File: config.mk
export PLATFORM = sky130hd
export DESIGN_NAME = fmswd_ctrl
export DESIGN_NICKNAME = d
export VERILOG_FILES = /design/src/sv/fmswd_pkg.sv /design/src/sv/fmswd_ctrl.sv
export SDC_FILE = /design/constraint.sdc
export NUM_CORES = 1
export LEC_CHECK = 0
export BUFFER_PORTS_ARGS = -buffer_cell sky130_fd_sc_hd__buf_2
export CAP_MARGIN = 20
export CORE_UTILIZATION = 25
export DETAILED_ROUTE_END_ITERATION = 8
export GPL_ROUTABILITY_DRIVEN = 1
export PLACE_DENSITY = 0.43
export SYNTH_ARGS = -nofsm -noshare
export SYNTH_HDL_FRONTEND = slang
export SYNTH_SLANG_ARGS = --single-unit
File: constraint.sdc
create_clock -name i_clk -period 4.2 [get_ports i_clk]
set_input_delay 0.63 -clock i_clk [delete_from_list [all_inputs] [get_ports i_clk]]
set_output_delay 0.63 -clock i_clk [all_outputs]
set_load 0.005 [all_outputs]
File: src/sv/fmswd_pkg.sv
`timescale 1ns / 1ps
`default_nettype none

package fmswd_pkg;

    // Store geometry
    localparam int SLOTS_PER_BANK = 12;
    localparam int FM_BANKS       = 4;
    localparam int REGS_PER_SLOT  = 16;
    localparam int SLOT_STORE     = SLOTS_PER_BANK * FM_BANKS * REGS_PER_SLOT;
    localparam int ADDR_W         = $clog2(SLOT_STORE);
    localparam int SLOT_W         = $clog2(SLOTS_PER_BANK);
    localparam int BANK_W         = $clog2(FM_BANKS);
    localparam int ROW_W          = $clog2(SLOTS_PER_BANK * FM_BANKS);
    localparam int REG_W          = $clog2(REGS_PER_SLOT);

    localparam logic [ADDR_W-1:0] CLR_LAST = ADDR_W'(SLOT_STORE - 1);

    // Port codes
    localparam logic [2:0] PORT_FM0   = 3'd0;
    localparam logic [2:0] PORT_FM1   = 3'd1;
    localparam logic [2:0] PORT_NOTE  = 3'd4;
    localparam logic [2:0] PORT_GROUP = 3'd6;

    // Address fields
    localparam logic [1:0] SLOT_NONE  = 2'd3;
    localparam logic [3:0] NOTE_REG   = 4'd9;
    localparam logic [3:0] GROUP_REG  = 4'd0;
    localparam logic [5:0] TIMER_HI   = 6'b000100;  // 0x10..0x13

    // Sync modes
    localparam logic [1:0] SYNC_FOUR  = 2'd0;
    localparam logic [1:0] SYNC_PAIR  = 2'd1;
    localparam logic [1:0] SYNC_THREE = 2'd2;

    // Reset values
    localparam logic [7:0] DATA_RST = 8'hFF;
    localparam logic [1:0] SYNC_RST = 2'd3;

    // Controller -> datapath commands
    typedef struct packed {
        logic clr;       // clearing pass write
        logic load;      // latch request
        logic exec;      // decode, small stores, copy mask
        logic rd;        // slot store read
        logic wr;        // slot store compare and write
        logic out_load;  // result into output register
    } t_cmd;

    // Datapath -> controller status
    typedef struct packed {
        logic clear_done;
        logic fm_op;
        logic mask_last;
    } t_status;

    // Slot registers that follow the group sync mode
    function automatic logic is_synced(input logic [3:0] r);
        return (r == 4'd0) || (r == 4'd9) || (r == 4'd10) ||
               (r == 4'd12) || (r == 4'd13) || (r == 4'd14);
    endfunction

endpackage

`default_nettype wire

File: src/sv/fmswd_ctrl.sv
`timescale 1ns / 1ps
`default_nettype none

module fmswd_ctrl (
    input  wire               i_clk,
    input  wire               i_rst_n,
    input  wire               i_in_valid,
    output logic              o_in_ready,
    output logic              o_out_valid,
    input  wire               i_out_ready,
    output fmswd_pkg::t_cmd   o_cmd,
    input  wire fmswd_pkg::t_status i_sts
);

    typedef enum logic [5:0] {
        ST_CLEAR = 6'b000001,
        ST_IDLE  = 6'b000010,
        ST_EXEC  = 6'b000100,
        ST_RD    = 6'b001000,
        ST_WR    = 6'b010000,
        ST_OUT   = 6'b100000
    } t_state;

    t_state r_state, n_state;
    logic   r_out_valid, n_out_valid;

    // Next state and commands
    always_comb begin
        n_state    = r_state;
        o_cmd      = '0;
        o_in_ready = 1'b0;
        case (r_state)
            ST_CLEAR: begin
                o_cmd.clr = 1'b1;
                if (i_sts.clear_done) begin
                    n_state = ST_IDLE;
                end
            end
            ST_IDLE: begin
                o_in_ready = 1'b1;
                if (i_in_valid) begin
                    o_cmd.load = 1'b1;
                    n_state    = ST_EXEC;
                end
            end
            ST_EXEC: begin
                o_cmd.exec = 1'b1;
                n_state    = i_sts.fm_op ? ST_RD : ST_OUT;
            end
            ST_RD: begin
                o_cmd.rd = 1'b1;
                n_state  = ST_WR;
            end
            ST_WR: begin
                o_cmd.wr = 1'b1;
                n_state  = i_sts.mask_last ? ST_OUT : ST_RD;
            end
            ST_OUT: begin
                if (!r_out_valid || i_out_ready) begin
                    o_cmd.out_load = 1'b1;
                    n_state        = ST_IDLE;
                end
            end
            default: begin
                n_state = ST_CLEAR;
            end
        endcase
    end

    // Output valid: set on load, cleared when taken
    always_comb begin
        n_out_valid = r_out_valid;
        if (o_cmd.out_load) begin
            n_out_valid = 1'b1;
        end else if (r_out_valid && i_out_ready) begin
            n_out_valid = 1'b0;
        end
    end

    always_ff @(posedge i_clk) begin
        if (!i_rst_n) begin
            r_state     <= ST_CLEAR;
            r_out_valid <= 1'b0;
        end else begin
            r_state     <= n_state;
            r_out_valid <= n_out_valid;
        end
    end

    assign o_out_valid = r_out_valid;

    // Checks
    a_accept_exec: assert property (@(posedge i_clk) disable iff (!i_rst_n)
        (i_in_valid && o_in_ready) |=> (r_state == ST_EXEC))
        else $error("accepted request did not enter execute");

    a_wr_next: assert property (@(posedge i_clk) disable iff (!i_rst_n)
        (r_state == ST_WR) |=> (r_state == ST_RD || r_state == ST_OUT))
        else $error("bad state after slot write");

    a_out_hold: assert property (@(posedge i_clk) disable iff (!i_rst_n)
        (r_state == ST_OUT && r_out_valid && !i_out_ready) |=>
        (r_state == ST_OUT && r_out_valid))
        else $error("result overwrote a pending output");

    a_load_valid: assert property (@(posedge i_clk) disable iff (!i_rst_n)
        o_cmd.out_load |=> r_out_valid)
        else $error("output load did not raise valid");

    a_clear_blocks: assert property (@(posedge i_clk) disable iff (!i_rst_n)
        (r_state == ST_CLEAR) |-> (!o_in_ready && !r_out_valid))
        else $error("request taken during clearing pass");

endmodule

`default_nettype wire

* Word level (Yosys, flattened, before mapping)
Cells that the tools add are included.
** Word-level totals
- Word-level logic and storage cells :: 33
- Bits of input ports :: 7
- Register bits :: 7
** Operators by class
- Reductions and logical operators :: 5
- Equal/unequal tests :: 9
- Mux-type cells :: 17
** Operators by type and width (count)
- $pmux 6 s6 :: 1
- $mux 6 :: 5
- $mux 1 :: 11
- $eq 6x1->1 const B :: 1
- $eq 6x2->1 const B :: 1
- $eq 6x3->1 const B :: 1
- $eq 6x4->1 const B :: 1
- $eq 6x5->1 const B :: 1
- $eq 6x6->1 const B :: 1
- $ne 2x2->1 const B :: 3
- $reduce_and 3->1 :: 1
- $reduce_bool 2->1 :: 1
- $logic_and 1x1->1 :: 1
- $logic_not 1->1 :: 1
- $logic_or 1x1->1 :: 1

* Depth between registers and ports, before layout
- Depth after elaboration :: 5
- Mapped depth :: 5

* Worst setup path before layout
OpenSTA, ideal clock, no wires.
- Path type :: input-to-output
- Start point :: input port i_out_ready
- End point :: output port o_cmd[0] in the netlist's numbering
- Required time :: 3570 ps
- Path slack :: 2386 ps
- Arrival :: 1184 ps
- Buffers on the path :: 1
- Cell stages on the path :: 3
- Path through :: or2b_2 > nor2b_1 > buf_4
** RTL lines
- start, declared :: line fmswd_ctrl.sv:10 : input wire i_out_ready,
- end, declared :: line fmswd_ctrl.sv:11 : output fmswd_pkg::t_cmd o_cmd,

==> metrics <==
core area=1510 sq um; Clock Path Buffers=2; syn_area_per_cell=9.40 sq um; Netlist cell types=24; Worst-Margin Slew=0.445 ns; Worst Hold Class=flop to flop; startpoint type of the worst setup path=flop; hold slack=0.592 ns; CTS Buf Count=3; Total Wirelength=946 um; Synth Area in Adders=0%; initial drt markers=12; Mapped Nets=50; worst relative slew slack=70.1%; status=finished clean; Final Max Tran Viols=0; drt wl/cell=12.4 um; Max Freq=455 MHz; first-pass GRT wire length=1610 um; Die Y=42.2 um; setup_tns=0 ns; largest family of logic cells by synthesized area=simple AND/OR/NAND/NOR gates; post-synthesis sequential area ratio=34.7%; DR vias=388; # IOs=15; Layout area overhead=26.9%; Post-Syn Instances=43; CTS H-tree lvls=1; clk slew on worst S/H paths=0.05 ns; DP Wirelength=733 um; CP Capture Type=output pin; largest net degree at the start of global routing=7; Post-CTS Hold Buffers=0; Post-Syn Area=404 sq um; Final Hold Vio Count=0; Synth Register Bits=7; Max Cap Violations=0; Synth Area in Compound Gates=18.9%; mux cell area share after synthesis=0%; Post-CTS Setup Inserts=0; Final Skew=0.000750 ns; GR Util All Layers=12.6%; number of global-route vias before repair=365; IO buf count=14; Synth Area in Simple Gates=39.0%; Setup WS pre-CTS=2.27 ns; Clk Latency, worst-skew pair=0.26 ns; cell area power density=513 nW/um^2; Power Total=263 uW; Yosys warnings=0; crit path max fanout=5; Synth Area in XOR/XNOR=0%; GR Overflow Total=0; nets=68; critical path type=flop to output pin; RSZ-0062 raised after global routing=false; die area=1780 sq um; vias per std cell=5.11; drt drc=0; Die Wd=42.2 um; maximum VDD drop=0.196 mV; 1st-pass router iterations=4; Root Buffer=clkbuf_4; initial antenna violation count=0; Post-DRT Antenna Nets=0; final setup fails=0; share of cells above drive strength 1=41.7%; CP arrival=1.57 ns; clock tree sinks=7; Fill cells=166; RePlAce Congestion=0.697; Req. time, crit path=3.57 ns; TritonCTS clock tree=done; cts repair resizes=0; Antenna Cells=0; leakage=0.253 nW; Final min period=2.20 ns; worst setup slack after layout=2.00 ns; post-route clock period utilization=52.3%; Starting Density=26.8%; number of cell rows=14
==> Yosys cell counts, drive strengths merged <==
cell,number,area (sq um)
dfxtp,7,140
inv,6,22.5
nand3b,4,30.0
nand2,3,11.3
nor3b,3,38.8
a21oi,2,10.0
and3,2,12.5
nor4,2,18.8
o211ai,2,15.0
or4,2,18.8
a211oi,1,12.5
a22o,1,8.76
a22oi,1,12.5
a31oi,1,6.26
and3b,1,8.76
buf,1,7.51
nor2,1,3.75
nor2b,1,6.26
o221a,1,11.3
or2b,1,8.76
==> placed cells by master (no fill, tap or decap) <==
master    Yosys  routed
nor3b_1       1       1
nor4_2        1       1
nor4_1        1       1
a22o_1        1       1
dfxtp_1       7       7
buf_2         0      14
o211ai_1      2       2
or4_4         1       1
and3b_1       1       1
a22oi_2       1       1
or4_1         1       1
nor3b_4       1       1
clkbuf_1      0       1
inv_1         6       6
clkbuf_4      0       3
nor3b_2       1       1
nor2_1        1       1
and3_1        2       2
o221a_2       1       1
nor2b_1       1       1
or2b_2        1       1
a21oi_1       2       2
a211oi_2      1       1
nand2_1       3       3
nand3b_1      4       4
a31oi_1       1       1
==> critical path, stage by stage (launching register included) <==
cell,delay [ns]
dfxtp_1,0.34
or4_4,0.57
nor3b_4,0.25
buf_2,0.15
==> final cells by class <==
class                           instances  area [sq um]  area share, %
Tap cell                               16          20.0           3.90
Timing Repair Buffer                   14          70.1           13.7
Clock buffer                            4          26.3           5.12
Multi-Input combinational cell         29           234           45.6
Inverter                                6          22.5           4.39
Sequential cell                         7           140           27.3
==> state kept, by name, summed over array words and instances (netlist names) <==
register     flops
r_state          6
o_out_valid      1
==> final timing paths <==
kind | start | end | slack, ns | cells past startpoint
setup / recovery | r_state[5] | o_cmd[3] | 2.00 | 3
hold / removal | o_out_valid | o_out_valid | 0.59 | 2
setup reg to reg | r_state[2] | r_state[4] | 2.53 | 4
hold reg to reg | o_out_valid | o_out_valid | 0.59 | 2
==> layer usage <==
layer	GRT usage, %	up-vias	share of wire (%)
li1	-	191	-
met1	15.3	180	48
met2	16.6	12	43
met3	7.76	5	6.9
met4	7.50	0	2.2
met5	0	-	0
==> power breakdown <==
group | internal (mW) | switching (mW) | total [mW]
sequential | 0.0798 | 0.0151 | 0.0949
clock | 0.0364 | 0.0272 | 0.0637
combinational | 0.0492 | 0.0556 | 0.105
total | 0.165 | 0.0979 | 0.263
==> logic make-up after synthesis <==
logic type,after synthesis
AO/OA/AOI/OAI,9
buffers and inverters,7
flip-flops,7
AND/OR/NAND/NOR,20
==> through the flow <==
| stage | utilization [%] | area (sq um) | instances |
|---|---|---|---|
| after global placement | 32.3 | 487 | 72 |
| after detailed placement | 32.3 | 487 | 72 |
| after CTS | 34.1 | 513 | 76 |
| final | 34.1 | 513 | 76 |
| after floorplan | - | 404 | 43 |
| after global routing | 34.1 | 513 | 76 |
Power figures use the tool's default switching activity.
